$ cat config.mk
export PLATFORM = sky130hd
export DESIGN_NAME = htw_front
export DESIGN_NICKNAME = d
export VERILOG_FILES = /design/src/rtl/core/htw_pkg.sv /design/src/rtl/core/htw_front.sv
export SDC_FILE = /design/constraint.sdc
export NUM_CORES = 1
export LEC_CHECK = 0
export ABC_AREA = 1
export BUFFER_PORTS_ARGS = -buffer_cell sky130_fd_sc_hd__buf_2
export CORE_MARGIN = 2
export CORE_UTILIZATION = 30
export DETAILED_ROUTE_END_ITERATION = 7
export SLEW_MARGIN = 20
export SYNTH_ARGS = -nofsm -noshare
export SYNTH_HDL_FRONTEND = slang
export SYNTH_SLANG_ARGS = --single-unit
$ cat constraint.sdc
create_clock -name aclk -period 10 [get_ports aclk]
set_clock_uncertainty 0.2 [all_clocks]
set_input_delay 0.5 -clock aclk [delete_from_list [all_inputs] [get_ports aclk]]
set_output_delay 0.5 -clock aclk [all_outputs]
set_load 0.01 [all_outputs]
$ cat src/rtl/core/htw_pkg.sv
// ----------------------------------------------------------------------------
// htw_pkg: shared types and constants of the hierarchical timer wheel
// Beat payloads, command classes, result kinds, slot states and engine states.
// ----------------------------------------------------------------------------
`default_nettype none

package htw_pkg;

    // Input function codes
    localparam logic [1:0] FUNC_START  = 2'd0;
    localparam logic [1:0] FUNC_CANCEL = 2'd1;
    localparam logic [1:0] FUNC_TICK   = 2'd2;

    // Result kinds
    localparam logic [1:0] KIND_ACCEPT = 2'd0;
    localparam logic [1:0] KIND_REJECT = 2'd1;
    localparam logic [1:0] KIND_FIRED  = 2'd2;

    // Slot status codes
    localparam logic [1:0] STAT_FREE   = 2'd0;
    localparam logic [1:0] STAT_PEND   = 2'd1;
    localparam logic [1:0] STAT_ERASED = 2'd2;

    // Empty marker for list links and bucket head/tail
    localparam logic [6:0] NIL = 7'd64;

    // Far-distance clamp
    localparam logic [47:0] DIST_CLAMP = 48'h0000_ffff_ffff;

    typedef struct packed {
        logic [1:0]  func;
        logic [5:0]  slot;
        logic [47:0] first_expiry;
        logic [31:0] period;
        logic        exact;
        logic [47:0] now;
    } in_t;

    typedef struct packed {
        logic [1:0]  kind;
        logic [5:0]  slot_res;
        logic [47:0] fire_time;
        logic        last;
    } out_t;

    typedef enum logic [1:0] {
        OP_START,
        OP_CANCEL,
        OP_TICK,
        OP_REJECT
    } op_t;

    typedef struct packed {
        op_t         op;
        logic [5:0]  slot;
        logic [47:0] first_expiry;
        logic [31:0] period;
        logic        exact;
        logic [47:0] now;
    } cmd_t;

    typedef enum logic [4:0] {
        ENG_INIT,
        ENG_IDLE,
        ENG_CHK,
        ENG_RESP,
        ENG_PL1,
        ENG_PL2,
        ENG_PL3,
        ENG_PL4,
        ENG_TICK,
        ENG_CAS_RD,
        ENG_CAS_HD,
        ENG_CAS_CHK,
        ENG_CAS_GOT,
        ENG_DR_RD,
        ENG_DR_HD,
        ENG_DR_CHK,
        ENG_DR_GOT,
        ENG_DR_FIRE,
        ENG_DR_R2,
        ENG_DR_END
    } eng_state_t;

endpackage

`default_nettype wire

$ cat src/rtl/core/htw_front.sv
// ----------------------------------------------------------------------------
// htw_front: command intake
// Accepts input beats, classifies them and holds them in a two-entry queue.
// ----------------------------------------------------------------------------
`default_nettype none

module htw_front #(
    parameter int TIMER_SLOTS = 64
) (
    input  wire logic          aclk,
    input  wire logic          aresetn,
    input  wire logic          init_done,
    input  wire logic          s_valid,
    output logic               s_ready,
    input  wire htw_pkg::in_t  s_data,
    output logic               q_valid,
    input  wire logic          q_ready,
    output htw_pkg::cmd_t      q_data
);

    htw_pkg::cmd_t q_mem_reg [2];
    logic          wr_ptr_reg, wr_ptr_next;
    logic          rd_ptr_reg, rd_ptr_next;
    logic [1:0]    cnt_reg, cnt_next;
    htw_pkg::cmd_t cls;
    logic          push, pop;
    logic          slot_ok;

    assign slot_ok = ({1'b0, s_data.slot} < 7'(TIMER_SLOTS));

    // Classify the incoming beat
    always_comb begin
        cls.slot         = s_data.slot;
        cls.first_expiry = s_data.first_expiry;
        cls.period       = s_data.period;
        cls.exact        = s_data.exact;
        cls.now          = s_data.now;
        case (s_data.func)
            htw_pkg::FUNC_START: begin
                cls.op = slot_ok ? htw_pkg::OP_START : htw_pkg::OP_REJECT;
            end
            htw_pkg::FUNC_CANCEL: begin
                cls.op = slot_ok ? htw_pkg::OP_CANCEL : htw_pkg::OP_REJECT;
            end
            htw_pkg::FUNC_TICK: cls.op = htw_pkg::OP_TICK;
            default:            cls.op = htw_pkg::OP_REJECT;
        endcase
    end

    assign s_ready = init_done && (cnt_reg != 2'd2);
    assign push    = s_valid && s_ready;
    assign q_valid = (cnt_reg != 2'd0);
    assign pop     = q_valid && q_ready;
    assign q_data  = q_mem_reg[rd_ptr_reg];

    // Advance queue pointers
    always_comb begin
        wr_ptr_next = push ? ~wr_ptr_reg : wr_ptr_reg;
        rd_ptr_next = pop ? ~rd_ptr_reg : rd_ptr_reg;
        cnt_next    = cnt_reg + {1'b0, push} - {1'b0, pop};
    end

    always_ff @(posedge aclk) begin
        if (!aresetn) begin
            wr_ptr_reg <= 1'b0;
            rd_ptr_reg <= 1'b0;
            cnt_reg    <= 2'd0;
        end else begin
            wr_ptr_reg <= wr_ptr_next;
            rd_ptr_reg <= rd_ptr_next;
            cnt_reg    <= cnt_next;
        end
    end

    // Store the classified beat
    always_ff @(posedge aclk) begin
        if (push) begin
            q_mem_reg[wr_ptr_reg] <= cls;
        end
    end

endmodule

`default_nettype wire

==> results.md, run 1 <==
* Buf+Inv Stages, Crit Path at 2
* CP Capture Type: output port
* Final hold vios at 0
* CTS Buf Count at 29
* Post-DP HPWL at 13400 um
* Commonest cells after routing, fill and taps aside: 280 x buf_2, 274 x edfxtp_1, 138 x dlygate4sd3_1
* Max Slew Vio Count at 0
* Max H-tree Level at 1
* DR vias/cell at 4.16
* R2R Path Start: cnt_reg[0]
* Outcome: finished clean
* #FFs+latches synth at 279
* Core area at 33500 um^2
* Register area share after synthesis at 81.4%
* Crit path max-delay cell type: dfxtp_4
* Initial antenna violation count at 0
* Sw Share at 25.4%
* Top Family by Delay on Critical Path: buffers and inverters
* Netlist area before placement at 10200 um^2
* Clock buffer depth at 3
* Clock sink total at 279
* Setup TNS Final at 0 ps
* Power Density at 207 nW/um^2
* Pre-CTS setup slack at 6780 ps
* RePlAce Congestion at 0.736
* Sw Pwr at 0.000749 W
* Post-route ant nets at 0
* Reg2reg setup slack at 7280 ps
* Syn nets at 610
* Slew HR at 32.8%
* Hold_sp: q_ready
* Cells after synthesis at 466
* Internal at 0.00220 W
* First-pass GRT wire length at 32600 um
* CP peak stage delay at 940 ps
* Overflow after GRT at 0
* Layout area overhead at 39.4%
* Fmax at 271 MHz
* CTS tree: yes
* # DRC at 0
* Tot GR Track Use at 11.5%
* Commonest non-fill, non-tap cell in the layout: buf_2
* VDD IR max at 0.000144 V
* IO buf count at 280
* TritonRoute pass-1 iters at 4
* Area after DPL at 12000 um^2
* CP arrival at 2990 ps
* Die ar. at 35600 um^2
* Required time of the worst setup path at 9300 ps
* Core Rows at 67
* Clk root buf: clkbuf_16
* Warnings from Yosys at 0
* Crit path depth at 3
* WL final at 21500 um
* Final setup viols at 0
* Number of DRC markers in iteration 0 at 315
* Post-DR wirelength/cell at 15.7 um
* Min-Delay Path Class: primary input to flop
* Final Instance Area at 14300 um^2
* Diode count at 0
* CP endpoint: q_data[90]
* Crit path cell chain: buf_4 -> mux2_2 -> buf_2
* Combinational share of power at 19.1%
* Vias in the first global route at 5948
* RSZ-0062 raised after global routing: no
* R2R cell count at 5
* Die Height at 189 um
* Clk pwr share at 32.4%
* Tcrit/Tclk final at 36.9%
* Die width at 189 um
* Tmin final at 3690 ps
* Leakage at 5.26 nW
* CP max FO at 73
* Clock Latency Late Sink at 530 ps
* Core Util, Final at 42.5%
* CP startpoint kind: flop
* Flop pwr share at 48.5%
* Cts repair resizes at 0
* Max Cap Viol at 0
* WS Path Type: flop to output port
* Vias at 5704
* Yosys cell types at 15
* Reg2reg end: q_mem_reg[1][94]
* Setup WS post-layout at 6310 ps
* Largest net degree at the start of global routing at 77
* Mean Syn Cell Area at 21.9 um^2
* Clock-pin slew on the worst setup and hold paths at 60 ps
* Share of cells above drive strength 1 at 50.2%
* Fin nets at 1046
* # IOs at 281
* Largest register FFs at 274
* Actual slew at the worst max-slew pin at 1010 ps
* Power consumption at 0.00295 W
* Initial Utilization at 30.5%
-- logic make-up (layout without fill, tap and decap cells) --
group	Yosys count	count (layout)	synth area share [%]
flip-flops	279	279	81.4
multiplexers	137	137	15.1
buffers and inverters	26	484	2.30
AND/OR/NAND/NOR	19	19	0.758
AO/OA/AOI/OAI	3	3	0.196
adder cells (fa/ha/maj)	2	2	0.245
-- synth_stat cells --
cell type,instances,area share (%)
nand2_1,9,0.33
buf_6,5,0.55
a21boi_0,1,0.073
dfxtp_1,5,0.98
nand4_1,1,0.061
clkbuf_8,10,1.3
a21oi_1,1,0.049
edfxtp_1,274,80
o21a_1,1,0.073
nor2_1,6,0.22
nand3_1,3,0.15
ha_1,2,0.24
inv_1,9,0.33
mux2_2,137,15
clkbuf_1,2,0.073
-- worst min-delay path by stage --
stage | endpoint | cells after the start
floorplan | flop | 2
global placement | rd_ptr_reg | 2
detailed placement | flop | 2
CTS | flop | 4
global route | flop | 4
finish | flop | 4
-- per-stage QoR --
step	hold WS [ps]	cells
after floorplan	251	466
after global placement	270	1181
after detailed placement	279	1181
after CTS	63.7	1372
after global routing	91.9	1372
final	102	1372
-- layout make-up --
class	count	area [um^2]
flip-flops and latches	279	8330
clock inverters	17	86.3
fillers	3018	19300
repair buffers	422	2810
inverters	9	38.8
multi-input cells	161	1670
well taps	448	561
clock buffers	36	752
-- what timing repair did --
action / in CTS / in global routing
buffers inserted: 0 / 0
hold buffers: 138 / 0
endpoints found under the setup margin: 0 / 0
endpoints found under the hold margin: 276 / 0
-- worst min-delay path, stage by stage --
cell and delay (ps):
buf_2 100, nand3_1 80, nand2_1 80, nor2_1 40
-- power by group through the flow --
stage	Combinational, W	Clock, W	Sequential (W)
after floorplan	0.000373	0	0.00144
after global placement	0.000521	0	0.00146
after detailed placement	0.000526	0	0.00146
after CTS	0.000574	0.000991	0.00143
after global routing	0.000610	0.00104	0.00144
final	0.000564	0.000956	0.00143
-- layer usage --
layer | wire (um) | part of all wire [%] | GRT usage, %
met5 | 0 | 0 | 0
met4 | 484 | 2.2 | 3.25
met3 | 1540 | 7.2 | 3.09
met2 | 10400 | 48 | 19.5
met1 | 9120 | 42 | 14.5
(Power assumes the default switching activity.)
==> run 2, diff against run 1 <==
--- a/config.mk
+++ b/config.mk
@@ -5,7 +5,7 @@
 export SDC_FILE = /design/constraint.sdc
 export NUM_CORES = 1
 export LEC_CHECK = 0
-export ABC_AREA = 1
+export ABC_AREA = 0
 export BUFFER_PORTS_ARGS = -buffer_cell sky130_fd_sc_hd__buf_2
 export CORE_MARGIN = 2
 export CORE_UTILIZATION = 30
==> constraint.sdc (replaced) <==
create_clock -name aclk -period 3.4 [get_ports aclk]
set_clock_uncertainty 0.2 [all_clocks]
set_input_delay 0.17 -clock aclk [delete_from_list [all_inputs] [get_ports aclk]]
set_output_delay 0.17 -clock aclk [all_outputs]
set_load 0.01 [all_outputs]
==> run 2 against run 1 <==
  * Register-to-register slack got worse by 5800 ps
  * Sequential power rose to 2.9 times the previous value
  * Combinational power rose to 3.2 times the previous value
  * Largest cell class unchanged
==> results.md, run 2 <==
* Top post-synthesis cells by area: edfxtp_1 81%, mux2_2 15%, clkbuf_8 1.3%, dfxtp_1 0.98%, buf_6 0.55% (was edfxtp_1 80%, mux2_2 15%, clkbuf_8 1.3%, dfxtp_1 0.98%, buf_6 0.55%)
* Cts repair resizes at 0 (unchanged)
* Die Height at 189 um (about the same)
* CTS tree: yes (unchanged)
* WL final at 21800 um (was 21500 um)
* Yosys cell types at 19 (was 15)
* Core Rows at 67 (unchanged)
* Post-route ant nets at 0 (unchanged)
* #FFs+latches synth at 279 (unchanged)
* # IOs at 281 (unchanged)
* CP Capture Type: output port (unchanged)
* Sw Pwr at 0.00222 W (was 0.000749 W)
* Max H-tree Level at 1 (unchanged)
* Max Slew Vio Count at 0 (unchanged)
* Largest register FFs at 274 (unchanged)
* TritonRoute pass-1 iters at 4 (unchanged)
* Clk root buf: clkbuf_16 (unchanged)
* WS Path Type: flop to output port (unchanged)
* Vias in the first global route at 6174 (was 5948)
* Final setup viols at 0 (unchanged)
* Async set-reset flop share out of synthesis at 0% (unchanged)
* Top cell type's share of synthesized area at 80.6% (was 80.4%)
* Largest net degree at the start of global routing at 80 (was 77)
* Top routing layer used: met4 (unchanged)
* Share of cells above drive strength 1 at 51.3% (was 50.2%)
* Setup TNS Final at 0 ps (unchanged)
* Syn nets at 597 (was 610)
* Crit path cell chain: buf_4 -> mux2_2 -> buf_2 (unchanged)
* Slew HR at 59.1% (was 32.8%)
* Cells after synthesis at 453 (was 466)
* CP peak stage delay at 740 ps (was 940 ps)
* Min-Delay Path Class: primary input to flop (unchanged)
* Initial Utilization at 30.5% (about the same)
* Largest area contributor in the netlist: edfxtp_1 (unchanged)
* Clock sink total at 279 (unchanged)
* WL met2 at 10900 um (was 10400 um)
* Vias at 5740 (was 5704)
* Tcrit/Tclk final at 76.7%
* DR WL met3 at 1750 um (was 1540 um)
* Most frequent cell after synthesis: edfxtp_1 (unchanged)
* Clock buffer depth at 3 (unchanged)
* DR vias/cell at 4.20 (was 4.16)
* Required time of the worst setup path at 3030 ps (was 9300 ps)
* Clk pwr share at 33.7% (was 32.4%)
* Cts hold-fix bufs at 141 (was 138)
* IO buf count at 280 (unchanged)
* Max Cap Viol at 0 (unchanged)
* CP arrival at 2240 ps (was 2990 ps)
* Reg2reg setup slack at 1510 ps (was 7280 ps)
* RePlAce Congestion at 0.769 (was 0.736)
* Number of fill cells at 3013 (was 3018)
* Post-DP HPWL at 13600 um (was 13400 um)
* Crit path max-delay cell type: dfxtp_4 (unchanged)
* VDD IR max at 0.000424 V (was 0.000144 V)
* Outcome: finished clean (unchanged)
* Clock Latency Late Sink at 530 ps (about the same)
* R2R cell count at 8 (was 5)
* Post-DR wirelength/cell at 15.9 um (was 15.7 um)
* Netlist area before placement at 10200 um^2 (about the same)
* Tot GR Track Use at 11.9% (was 11.5%)
* Synth cell count leaders: 274 x edfxtp_1, 137 x mux2_2, 10 x clkbuf_8 (unchanged)
* Setup WS post-layout at 792 ps (was 6310 ps)
* Hold EP: q_mem_reg[1][15]
* Worst hold stages at 3 (was 4)
* Flop pwr share at 46.4% (was 48.5%)
* CP startpoint kind: flop (unchanged)
* Internal at 0.00676 W (was 0.00220 W)
* Diode count at 0 (unchanged)
* Met1 WL at 8770 um (was 9120 um)
* Register area share after synthesis at 81.5% (was 81.4%)
* Core area at 33500 um^2 (unchanged)
* Leakage at 5.32 nW (was 5.26 nW)
* Actual slew at the worst max-slew pin at 613 ps (was 1010 ps)
* Die width at 189 um (about the same)
* R2R Path Start: cnt_reg[0] (unchanged)
* Initial antenna violation count at 0 (unchanged)
* Fmax at 383 MHz
* Combinational share of power at 19.9% (was 19.1%)
* Layout area overhead at 41.4% (was 39.4%)
* Clock-pin slew on the worst setup and hold paths at 60 ps (about the same)
* Overflow after GRT at 0 (unchanged)
* Power Density at 622 nW/um^2 (was 207 nW/um^2)
* # DRC at 0 (unchanged)
* Main synth FF type: edfxtp_1 (unchanged)
* Hold_sp: s_valid (was q_ready)
* Commonest cells after routing, fill and taps aside: 280 x buf_2, 274 x edfxtp_1, 141 x dlygate4sd3_1 (was 280 x buf_2, 274 x edfxtp_1, 138 x dlygate4sd3_1)
* Tmin final at 2610 ps
* CTS Buf Count at 29 (unchanged)
* Die ar. at 35500 um^2 (was 35600 um^2)
* Commonest non-fill, non-tap cell in the layout: buf_2 (unchanged)
* Number of synthesized flops with an enable pin at 274 (unchanged)
* RSZ-0062 raised after global routing: no (unchanged)
* CP max FO at 40 (was 73)
* Pre-CTS setup slack at 1290 ps (was 6780 ps)
* Final hold vios at 0 (unchanged)
* Number of DRC markers in iteration 0 at 173 (was 315)
* Warnings from Yosys at 0 (unchanged)
* Mean Syn Cell Area at 22.5 um^2 (was 21.9 um^2)
* Sw Share at 24.7% (was 25.4%)
* Power consumption at 0.00898 W (was 0.00295 W)
* Reg2reg end: cnt_reg[1] (was q_mem_reg[1][94])
* Fin nets at 1041 (was 1046)
* Setup Buffers After CTS at 0 (unchanged)
* First-pass GRT wire length at 33300 um (was 32600 um)
run 2: changes by cell type in the layout (fill, tap and decap cells not counted), moves of 5 or more:
| cell | before | now |
|---|---|---|
| buf_12 | 0 | 5 |
| inv_1 | 8 | 1 |
| nand2_1 | 9 | 1 |
| nor2_1 | 5 | 0 |
run 2: power by group through the flow:
stage / Clock [W] / Combinational (W) / Sequential (W)
floorplan: 0 / 0.00115 / 0.00417
global placement: 0 / 0.00167 / 0.00424
detailed placement: 0 / 0.00167 / 0.00425
CTS: 0.00314 / 0.00182 / 0.00417
global route: 0.00328 / 0.00193 / 0.00419
finish: 0.00303 / 0.00179 / 0.00417
run 2: per-stage QoR:
stage	util, %	cell area, um^2	std cells	hold slack (ps)
floorplan	-	10200	453	68.9
finish	43.1	14400	1366	117
global placement	36.1	12100	1173	157
CTS	43.1	14400	1366	116
global route	43.1	14400	1366	115
detailed placement	36.1	12100	1173	161
run 2: cell type report:
class	instances	area, um^2	area share, %
timing repair buffer	430	2940	20.4
clock inverter	16	156	1.08
clock buffer	36	752	5.21
inverter	1	3.75	0.0260
multi-input combinational	156	1690	11.7
sequential	279	8330	57.7
tap	448	561	3.88
run 2: cells by family after synthesis:
logic type      after synthesis  share of synthesized area [%]
buf+inv                      18                           2.01
mux                         138                           15.2
flops                       279                           81.5
xor+xnor                      3                          0.257
simple gates                 12                          0.674
fa+ha+maj                     2                          0.245
compound gates                1                         0.0735
run 2: worst max-delay path by stage:
stage	from	endpoint	slack [ps]	depth (start not counted)
detailed placement	flop	q_data[92]	1290	3
global route	flop	q_data[106]	620	3
finish	flop	q_data[106]	790	3
global placement	flop	q_data[63]	1290	3
floorplan	cnt_reg[0]	q_mem_reg[0][0]	100	3
CTS	flop	q_data[92]	700	3
run 2: worst max-delay path: cells and delay by family (launching register included):
| family | cells | cell delay [ps] |
|---|---|---|
| buffers and inverters | 2 | 560 |
| DFF | 1 | 740 |
| muxes | 1 | 390 |
run 2: metal layers:
metal  GRT usage (%)  vias up
met5               0        -
met4            3.13        0
met3            3.78       27
met2            21.2      200
met1            13.7     2825
li1                -     2688
